--- src/hw/rtl/fir_pkg.sv ---
// Shared types, widths and codes for the FIR filter core.
package fir_pkg;

  // Field widths
  localparam int SAMPLE_W = 16;
  localparam int COEF_W = 16;
  localparam int IDX_W = 4;
  localparam int PROD_W = SAMPLE_W + COEF_W;
  localparam int FRAC_W = 15;
  localparam int TAPS_DEFAULT = 16;

  // Input item kinds carried on tuser
  localparam logic ACT_FILTER = 1'b0;
  localparam logic ACT_WRITE = 1'b1;

  // Sequencer states
  typedef enum logic [1:0] {
    ST_IDLE,
    ST_RUN,
    ST_DRAIN,
    ST_DONE
  } state_t;

  // Per-cycle commands to every cell of the chain
  typedef struct packed {
    logic rotate;
    logic insert;
  } cell_ctrl_t;

  // Commands to the multiply-accumulate unit
  typedef struct packed {
    logic clear;
    logic en;
  } mac_ctrl_t;

endpackage

--- src/hw/rtl/fir_cell.sv ---
// One filter cell: holds a coefficient and a history sample, passes them along the chain.
module fir_cell (
  input  logic                                  clk,
  input  logic                                  rst,
  input  fir_pkg::cell_ctrl_t                   ctrl,
  input  logic                                  wr_en,
  input  logic signed [fir_pkg::COEF_W-1:0]     wr_coef,
  input  logic signed [fir_pkg::COEF_W-1:0]     up_coef,
  input  logic signed [fir_pkg::SAMPLE_W-1:0]   up_sample,
  input  logic signed [fir_pkg::SAMPLE_W-1:0]   down_sample,
  output logic signed [fir_pkg::COEF_W-1:0]     coef,
  output logic signed [fir_pkg::SAMPLE_W-1:0]   sample
);
  import fir_pkg::*;

  // Write, rotate toward cell 0, or shift a new sample in
  always_ff @(posedge clk) begin
    if (rst) begin
      coef <= '0;
      sample <= '0;
    end else if (wr_en) begin
      coef <= wr_coef;
    end else if (ctrl.rotate) begin
      coef <= up_coef;
      sample <= up_sample;
    end else if (ctrl.insert) begin
      sample <= down_sample;
    end
  end

endmodule

--- src/hw/rtl/fir_mac.sv ---
// Shared multiply-accumulate unit with rounding and saturation of the sum.
module fir_mac #(
  parameter int TAPS = fir_pkg::TAPS_DEFAULT
) (
  input  logic                                  clk,
  input  logic                                  rst,
  input  fir_pkg::mac_ctrl_t                    ctrl,
  input  logic signed [fir_pkg::COEF_W-1:0]     coef,
  input  logic signed [fir_pkg::SAMPLE_W-1:0]   sample,
  output logic signed [fir_pkg::SAMPLE_W-1:0]   result,
  output logic                                  saturated
);
  import fir_pkg::*;

  localparam int ACC_W = PROD_W + $clog2(TAPS) + 1;
  localparam int Q_W = ACC_W - FRAC_W;

  logic signed [PROD_W-1:0] prod;
  logic                     prod_vld;
  logic signed [ACC_W-1:0]  acc;
  logic signed [ACC_W-1:0]  rnd;
  logic signed [Q_W-1:0]    q;
  logic                     over;
  logic                     under;

  // Register the product of the cell at the head of the chain
  always_ff @(posedge clk) begin
    prod <= coef * sample;
    if (rst) begin
      prod_vld <= 1'b0;
    end else begin
      prod_vld <= ctrl.en;
    end
  end

  // Accumulate exactly
  always_ff @(posedge clk) begin
    if (ctrl.clear) begin
      acc <= '0;
    end else if (prod_vld) begin
      acc <= acc + {{(ACC_W - PROD_W){prod[PROD_W-1]}}, prod};
    end
  end

  // Round to nearest, ties up, then clip to the sample range
  always_comb begin
    rnd = acc + ACC_W'(1 << (FRAC_W - 1));
    q = rnd[ACC_W-1:FRAC_W];
    over = q > $signed(Q_W'((1 << (SAMPLE_W - 1)) - 1));
    under = q < -$signed(Q_W'(1 << (SAMPLE_W - 1)));
    saturated = over | under;
    if (over) begin
      result = {1'b0, {(SAMPLE_W - 1){1'b1}}};
    end else if (under) begin
      result = {1'b1, {(SAMPLE_W - 1){1'b0}}};
    end else begin
      result = q[SAMPLE_W-1:0];
    end
  end

endmodule

--- src/hw/rtl/fir_filter_core.sv ---
// Top level of the streaming FIR filter: cell chain, sequencer and output register.
//
// Channel  | Dir | Handshake                     | Payload
// ---------+-----+-------------------------------+----------------------------------------
// s_axis   | in  | s_axis_tvalid / s_axis_tready | tuser: action; tdata: sample_in,
//          |     |                               |   tap_index, tap_value
// m_axis   | out | m_axis_tvalid / m_axis_tready | tuser: saturated; tdata: sample_out
//
// A coefficient item is taken while the sequencer is idle and writes its cell directly.
// A sample item runs one multiply per tap as the cell chain rotates past the single
// multiplier, then passes the product, accumulate and result stages.
// rst is synchronous; it clears the sequencer, the output valid and every cell.
// The result waits in the output register while the next item is already taken;
// a finished sum holds in the accumulator until that register is free.
module fir_filter_core #(
  parameter int TAPS = fir_pkg::TAPS_DEFAULT
) (
  input  logic        clk,
  input  logic        rst,
  input  logic        s_axis_tvalid,
  output logic        s_axis_tready,
  input  logic [39:0] s_axis_tdata,   // sample_in[15:0], tap_index[19:16], tap_value[35:20]
  input  logic [0:0]  s_axis_tuser,   // action[0]
  output logic        m_axis_tvalid,
  input  logic        m_axis_tready,
  output logic [15:0] m_axis_tdata,   // sample_out[15:0]
  output logic [0:0]  m_axis_tuser    // saturated[0]
);
  import fir_pkg::*;

  localparam int CNT_W = (TAPS > 1) ? $clog2(TAPS) : 1;

  state_t                     state;
  state_t                     state_next;
  logic [CNT_W-1:0]           cnt;
  cell_ctrl_t                 cell_ctrl;
  mac_ctrl_t                  mac_ctrl;
  logic                       accept;
  logic                       wr_go;
  logic                       out_load;
  logic signed [SAMPLE_W-1:0] in_sample;
  logic [IDX_W-1:0]           in_index;
  logic signed [COEF_W-1:0]   in_coef;
  logic signed [COEF_W-1:0]   coef_q [TAPS];
  logic signed [SAMPLE_W-1:0] sample_q [TAPS];
  logic [TAPS-1:0]            cell_we;
  logic signed [SAMPLE_W-1:0] mac_result;
  logic                       mac_sat;

  // Unpack the input item
  assign in_sample = s_axis_tdata[15:0];
  assign in_index = s_axis_tdata[19:16];
  assign in_coef = s_axis_tdata[35:20];
  assign accept = s_axis_tvalid & s_axis_tready;
  assign wr_go = accept & (s_axis_tuser[0] == ACT_WRITE);

  // Next state
  always_comb begin
    state_next = state;
    case (state)
      ST_IDLE: begin
        if (accept && (s_axis_tuser[0] == ACT_FILTER)) state_next = ST_RUN;
      end
      ST_RUN: begin
        if (cnt == CNT_W'(TAPS - 1)) state_next = ST_DRAIN;
      end
      ST_DRAIN: state_next = ST_DONE;
      ST_DONE: begin
        if (!m_axis_tvalid || m_axis_tready) state_next = ST_IDLE;
      end
      default: state_next = ST_IDLE;
    endcase
  end

  // Outputs of the sequencer; ready is always high in idle
  always_comb begin
    s_axis_tready = 1'b0;
    cell_ctrl = '0;
    mac_ctrl = '0;
    out_load = 1'b0;
    case (state)
      ST_IDLE: begin
        s_axis_tready = 1'b1;
        cell_ctrl.insert = s_axis_tvalid && (s_axis_tuser[0] == ACT_FILTER);
        mac_ctrl.clear = cell_ctrl.insert;
      end
      ST_RUN: begin
        cell_ctrl.rotate = 1'b1;
        mac_ctrl.en = 1'b1;
      end
      ST_DRAIN: ;
      ST_DONE: out_load = !m_axis_tvalid || m_axis_tready;
      default: ;
    endcase
  end

  // State and tap counter
  always_ff @(posedge clk) begin
    if (rst) begin
      state <= ST_IDLE;
      cnt <= '0;
    end else begin
      state <= state_next;
      if (state == ST_RUN) begin
        cnt <= cnt + CNT_W'(1);
      end else begin
        cnt <= '0;
      end
    end
  end

  // Row of cells: rotate toward cell 0, insert new samples at cell 0
  for (genvar i = 0; i < TAPS; i++) begin : g_cell
    if (i < (1 << IDX_W)) begin : g_we
      assign cell_we[i] = wr_go && (in_index == IDX_W'(i));
    end else begin : g_no_we
      assign cell_we[i] = 1'b0;
    end

    fir_cell u_cell (
      .clk         (clk),
      .rst         (rst),
      .ctrl        (cell_ctrl),
      .wr_en       (cell_we[i]),
      .wr_coef     (in_coef),
      .up_coef     (coef_q[(i + 1) % TAPS]),
      .up_sample   (sample_q[(i + 1) % TAPS]),
      .down_sample ((i == 0) ? in_sample : sample_q[(i + TAPS - 1) % TAPS]),
      .coef        (coef_q[i]),
      .sample      (sample_q[i])
    );
  end

  // Multiply-accumulate on the head of the chain
  fir_mac #(
    .TAPS (TAPS)
  ) u_mac (
    .clk       (clk),
    .rst       (rst),
    .ctrl      (mac_ctrl),
    .coef      (coef_q[0]),
    .sample    (sample_q[0]),
    .result    (mac_result),
    .saturated (mac_sat)
  );

  // Output register: load a finished item, drop valid when taken
  always_ff @(posedge clk) begin
    if (rst) begin
      m_axis_tvalid <= 1'b0;
    end else if (out_load) begin
      m_axis_tvalid <= 1'b1;
    end else if (m_axis_tready) begin
      m_axis_tvalid <= 1'b0;
    end
  end

  always_ff @(posedge clk) begin
    if (out_load) begin
      m_axis_tdata <= mac_result;
      m_axis_tuser <= mac_sat;
    end
  end

endmodule
--- config.mk ---
export PLATFORM = sky130hd
export DESIGN_NAME = fir_filter_core
export DESIGN_NICKNAME = d
export VERILOG_FILES = /design/src/hw/rtl/fir_pkg.sv /design/src/hw/rtl/fir_cell.sv /design/src/hw/rtl/fir_mac.sv /design/src/hw/rtl/fir_filter_core.sv
export SDC_FILE = /design/constraint.sdc
export NUM_CORES = 2
export LEC_CHECK = 0
export BUFFER_PORTS_ARGS = -buffer_cell sky130_fd_sc_hd__buf_2
export CAP_MARGIN = 20
export CORE_MARGIN = 3
export CORE_UTILIZATION = 58
export CTS_BUF_LIST = sky130_fd_sc_hd__clkbuf_16
export CTS_CLUSTER_SIZE = 28
export DETAILED_ROUTE_END_ITERATION = 10
export HOLD_SLACK_MARGIN = 0.06
export PLACE_DENSITY = 0.85
export SETUP_SLACK_MARGIN = 0.15
export SYNTH_ARGS = -nofsm -noshare
export SYNTH_HDL_FRONTEND = slang
export SYNTH_SLANG_ARGS = --single-unit
--- constraint.sdc ---
create_clock -name clk -period 6.1 [get_ports clk]
set_input_delay 0.305 -clock clk [delete_from_list [all_inputs] [get_ports clk]]
set_output_delay 0.305 -clock clk [all_outputs]
set_load 0.005 [all_outputs]
After elaboration in Yosys (flattened, before gate mapping)
Cells that the tools add are included.
- input bits: 45
- memory bits (read-only): 0
- RAM bits: 0
- bits in latches: 0
- register bits: 606
- memories kept: 0
- word-level logic and storage cells: 222
- multiply operators: 1
- divide/modulo/power cells: 0
- mux-type cells: 75
- equal/unequal tests: 22
- reductions and logical operators: 58
- $add $sub $neg: 3
- $lt $le $gt $ge: 2
- bitwise gates (word level): 21
- shift operators: 0
- operators with widths (operator ; number):
    two-way mux 16 bit ; 65
    adder 37 x 16 -> 37 bit, second input constant ; 1
    adder 37 bit ; 1
    equality test 4 bit, second input constant ; 9
    nonzero test 2 bit ; 18
    multiplier 16 x 16 -> 32 bit ; 1
    AND reduction 2 bit ; 16
    greater-than comparator 22 x 16 -> 1 bit, second input constant ; 1
    less-than comparator 22 x 16 -> 1 bit, second input constant ; 1
    logical AND 1 bit ; 18
    inverter 1 bit ; 18
    equality test 4 x 3 -> 1 bit, second input constant ; 4
    equality test 4 x 2 -> 1 bit, second input constant ; 2
    case mux 2 bit (4 select lines) ; 1
    two-way mux 1 bit ; 6
    two-way mux 2 bit ; 3
    inequality test 2 bit, second input constant ; 3
    adder 4 x 1 -> 4 bit, second input constant ; 1
    equality test 2 bit, second input constant ; 2
    equality test 4 x 1 -> 1 bit, second input constant ; 1
    zero test 4 bit ; 1
    AND reduction 3 bit ; 1
    AND 1 bit ; 2
    equality test 2 x 1 -> 1 bit, second input constant ; 1
    5 further kinds ; 5

Logic depth before layout (Yosys ltp)
- depth in word-level cells: 7
- mapped depth: 25
- mapped depth without buffers: 23

By module
From an unflattened synthesis, not the netlist that was laid out.
- cell total of the unflattened synthesis: 4200
- area, all modules: 40339.9 µm²
- modules (own cells, without submodules) (module ; area an instance (µm²) ; times used ; seq. area each (µm²) ; cells an instance):
    fir_cell ; 1572.8 ; 16 ; 640.6 ; 158
    fir_mac ; 14181.1 ; 1 ; 1401.3 ; 1591
    fir_filter_core ; 994.7 ; 1 ; 650.6 ; 81

Worst setup path after synthesis
OpenSTA, ideal clock, no wires.
- path kind: register to register
- from: reg g_cell[0].u_cell.sample[7] in the netlist's numbering
- to: reg u_mac.prod[23]
- slack: 0.042 ns
- stages on the path, launching flop included: 24
- buffers on the path: 2
- clock period less this slack: 6.058 ns
- arrival: 5.986 ns
- required time: 6.028 ns
- cell sequence: dfxtp_1 > clkbuf_1 > clkbuf_1 > nand2_1 > fa_1 > inv_1 > fa_1 > inv_1 > fa_1 > inv_1 > fa_1 > fa_1 > inv_1 > fa_1 > inv_1 > ha_1 > a21o_1 > a21oi_1 > o21ai_0 > a21oi_1 > o21ai_0 > or4_1 > a31oi_1 > xnor2_1
- longest elaborated chain between the ends: 1
- ends and longest elaborated chain (element ; line ; source):
    start, declared ; fir_cell.sv:12 ; output logic signed [fir_pkg::SAMPLE_W-1:0] sample
    start signal, assigned ; fir_cell.sv:25 ; sample <= up_sample;
    start signal, assigned ; fir_cell.sv:27 ; sample <= down_sample;
    multiplier 16 x 16 -> 32 bit ; fir_mac.sv:28 ; prod <= coef * sample;
    end signal, assigned ; fir_mac.sv:28 ;
    end, declared ; fir_mac.sv:18 ; logic signed [PROD_W-1:0] prod;
Every way passes these cells.
A chain may end at the register's enable or synchronous reset.

Worst setup path after layout
- from: reg g_cell[0].u_cell.coef[12] in the netlist's numbering
- to: reg u_mac.prod[31]
- longest elaborated chain between the ends: 1
- ends and longest elaborated chain (element ; line ; source):
    start, declared ; fir_cell.sv:11 ; output logic signed [fir_pkg::COEF_W-1:0] coef,
    start signal, assigned ; fir_cell.sv:22 ; coef <= wr_coef;
    start signal, assigned ; fir_cell.sv:24 ; coef <= up_coef;
    multiplier 16 x 16 -> 32 bit ; fir_mac.sv:28 ;
Every way passes these cells.

==> flow_metrics.env <==
export IMPL_drtAntennaViolNets=0
export IMPL_max_clock_path_buffers=3
export IMPL_die_y_um=260
export IMPL_max_freq_ghz=0.174
export IMPL_clk_pin_slew_worst_paths_ns=0.07
export IMPL_async_flop_share=0
export IMPL_ys_seq_elements=606
export IMPL_antenna_found_initial=2
export IMPL_nNetsFinal=4349
export IMPL_postSynthNetCount=4440
export IMPL_dp_hpwl_um=58400
export IMPL_final_cells=4812
export IMPL_die_area_um2=67500
export IMPL_period_needed_ns=5.75
export IMPL_start_kind="register"
export IMPL_portBuffers=59
export IMPL_row_count=92
export IMPL_timing_final_crit_share=0.943
export IMPL_avgRoutedWirePerCell_um=18.0
export IMPL_grt_max_degree=227
export IMPL_core_area_um2=63400
export IMPL_clk_latency_ns=0.65
export IMPL_power_leakage_uw=0.0168
export IMPL_cp_arrival_ns=6.31
export IMPL_area_growth_pct=9.27
export IMPL_worstSetupPathType="reg2reg"
export IMPL_dpl_cell_area_um2=38400
export IMPL_grt_usage=0.255
export IMPL_grt_pass1_vias=28200
export IMPL_holdPathEnd="g_cell[0].u_cell.sample[12]$_SDFFE_PP0P_"
export IMPL_slew_headroom=0.242
export IMPL_cts_tree="yes"
export IMPL_final_common_cell="nor2_1"
export IMPL_reg2regPathDepth=21
export IMPL_initial_utilization=0.589
export IMPL_synth_edf_count=17
export IMPL_stdcell_area_um2=40800
export IMPL_worst_pin_slew_ns=1.13
export IMPL_yosysSeqAreaShare=0.329
export IMPL_grt_overflow_total=0
export IMPL_yosysUniqueCellTypes=57
export IMPL_post_place_cells=4686
export IMPL_skew_ns=0.0320
export IMPL_peakVddDrop_mv=0.416
export IMPL_drv_cap=0
export IMPL_fp_dieW_um=260
export IMPL_rsz0062_at_grt="true"
export IMPL_synthCells=4008
export IMPL_ioPinCount=64
export IMPL_initialDrtViolationCount=2383
export IMPL_min_delay_start="s_axis_tdata[12]"
export IMPL_place_congestion=0.895
export IMPL_crit_path_end_kind="register"
export IMPL_hold_viol=0
export IMPL_drv_slew=0
export IMPL_r2r_end="u_mac.prod[31]$_DFF_P_"
export IMPL_routed_via_count=28500
export IMPL_cts_sinks=606
export IMPL_fin_setup_tns_ns=0
export IMPL_p_per_area_nw_per_um2=374
export IMPL_status="complete, no violations"
export IMPL_cts_root_buf="clkbuf_16"
export IMPL_grt_pass1_wl_um=143000
export IMPL_viasPerCell=5.91
export IMPL_wl_um=86700
export IMPL_cts_buffers=60
export IMPL_layout_drive_gt1_share=0.0800
export IMPL_synth_area_um2=37300
export IMPL_drc_errors=0
export IMPL_htreeDepth=2
export IMPL_final_cell_mix="595 x nor2_1, 563 x dfxtp_1, 536 x mux2i_1, 514 x a211oi_1, 337 x inv_1"
export IMPL_rr_startpoint="g_cell[0].u_cell.coef[12]$_SDFFE_PP0P_"
export IMPL_hp_class="in2reg"
export IMPL_synthFlopType="dfxtp_1"
export IMPL_first_pass_iters=8
export IMPL_ys_warn_count=0
export IMPL_finalSetupViolCount=0
export IMPL_rrSetupSlack_ns=0.35
export IMPL_hold_path_depth=3
export IMPL_cp_max_fo=11
export IMPL_required_ns=6.66
export IMPL_avgSynthCellArea_um2=9.32
-- per-stage QoR --
stage / util / total power (uW) / worst slack [ns] / hold slack, ns
2_1_floorplan: - / 9990 / 0.156 / 0.418
3_3_place_gp: 0.605 / 11200 / 0.191 / 0.433
3_5_place_dp: 0.605 / 11500 / 0.0895 / 0.446
4_1_cts: 0.637 / 15200 / 0.151 / 0.0684
5_1_grt: 0.643 / 16200 / 0.124 / 0.0630
6_report: 0.643 / 15300 / 0.345 / 0.0726
-- cells in the mapped netlist (all sizes together) (17+ instances only) --
cell type,n,area (um^2)
ha,124,1550
nor2,598,2240
a211oi,515,3870
o21ai,45,225
dfxtp,589,11800
nand3,32,160
inv,320,1200
a21oi,70,350
edfxtp,17,510
nand2b,20,125
nand2,165,619
buf,31,116
fa,263,5270
nor3,24,120
xor2,30,263
a21o,30,225
mux2i,536,5370
xnor2,50,438
and2,127,795
clkbuf,286,1070
-- per-layer routing --
| metal | global-route usage | vias up | part of all wire |
|---|---|---|---|
| met1 | 0.347 | 13800 | 0.43 |
| met2 | 0.421 | 954 | 0.48 |
| li1 | - | 13600 | - |
| met5 | 0 | - | 0 |
| met4 | 0.0726 | 0 | 0.026 |
| met3 | 0.0398 | 165 | 0.068 |
-- logic make-up (layout without fill, tap and decap cells) --
family          Yosys count  count (layout)  share of synthesized area
compound gates          729             729                      0.140
xor+xnor                 80              80                     0.0188
fa+ha+maj               387             387                      0.183
buf+inv                 637             593                     0.0640
flops                   606             606                      0.329
mux                     536             536                      0.144
other cells               0               2                          0
simple gates           1033            1033                      0.121
-- cell type report --
| cell class | instances | area [um^2] |
|---|---|---|
| Fill cell | 4683 | 22600 |
| Clock buffer | 60 | 1500 |
| Multi-Input combinational cell | 2765 | 22900 |
| Clock inverter | 49 | 440 |
| Antenna cell | 2 | 5.00 |
| Inverter | 320 | 1200 |
| Timing Repair Buffer | 164 | 1350 |
| Sequential cell | 606 | 12400 |
| Tap cell | 846 | 1060 |
-- critical path, cell delays in order (launching register included) --
cell	delay (ns)
dfxtp_2	0.44
buf_4	0.24
nand2_1	0.10
fa_1	0.55
inv_1	0.06
fa_1	0.49
fa_1	0.52
fa_1	0.53
fa_1	0.50
inv_1	0.05
fa_1	0.47
inv_1	0.04
ha_1	0.28
a21oi_1	0.15
o21bai_1	0.07
a21oi_1	0.13
o21ai_0	0.10
a21o_1	0.19
a21oi_1	0.20
a31oi_2	0.14
o41ai_2	0.25
xnor2_1	0.15
-- sequential cells by signal, summed over array words and instances, names as in the netlist --
signal                count
cnt                       4
g_cell.u_cell.coef      256
g_cell.u_cell.sample    256
m_axis_tdata             16
m_axis_tuser              1
m_axis_tvalid             1
state                     2
u_mac.acc                37
u_mac.prod               32
u_mac.prod_vld            1
-- repair_timing --
action	4_1_cts	5_1_grt
setup buffers	0	2
gates resized for setup	15	50
hold buffers	4	0
pin swaps	0	11
endpoints found under the hold margin	4	0
setup endpoints to repair	5	8
-- where the power goes --
part | total, uW | internal, uW | switching [uW] | leakage (uW)
clock | 3670 | 2080 | 1590 | 0.00101
sequential | 5830 | 4980 | 856 | 0.00497
combinational | 5760 | 2400 | 3360 | 0.0108
-- worst max-delay path by stage --
stage	startpoint	end	slack (ns)	depth (start not counted)
after floorplan	g_cell[0].u_cell.sample[4]$_SDFFE_PP0P_	u_mac.prod[23]$_DFF_P_	0.16	22
after global placement	g_cell[0].u_cell.coef[8]$_SDFFE_PP0P_	u_mac.prod[23]$_DFF_P_	0.19	19
after detailed placement	g_cell[0].u_cell.sample[2]$_SDFFE_PP0P_	u_mac.prod[23]$_DFF_P_	0.09	19
after CTS	g_cell[0].u_cell.coef[10]$_SDFFE_PP0P_	u_mac.prod[23]$_DFF_P_	0.15	20
after global routing	g_cell[0].u_cell.sample[3]$_SDFFE_PP0P_	u_mac.prod[31]$_DFF_P_	0.12	20
final	g_cell[0].u_cell.coef[12]$_SDFFE_PP0P_	u_mac.prod[31]$_DFF_P_	0.35	21
(Power assumes the default switching activity.)
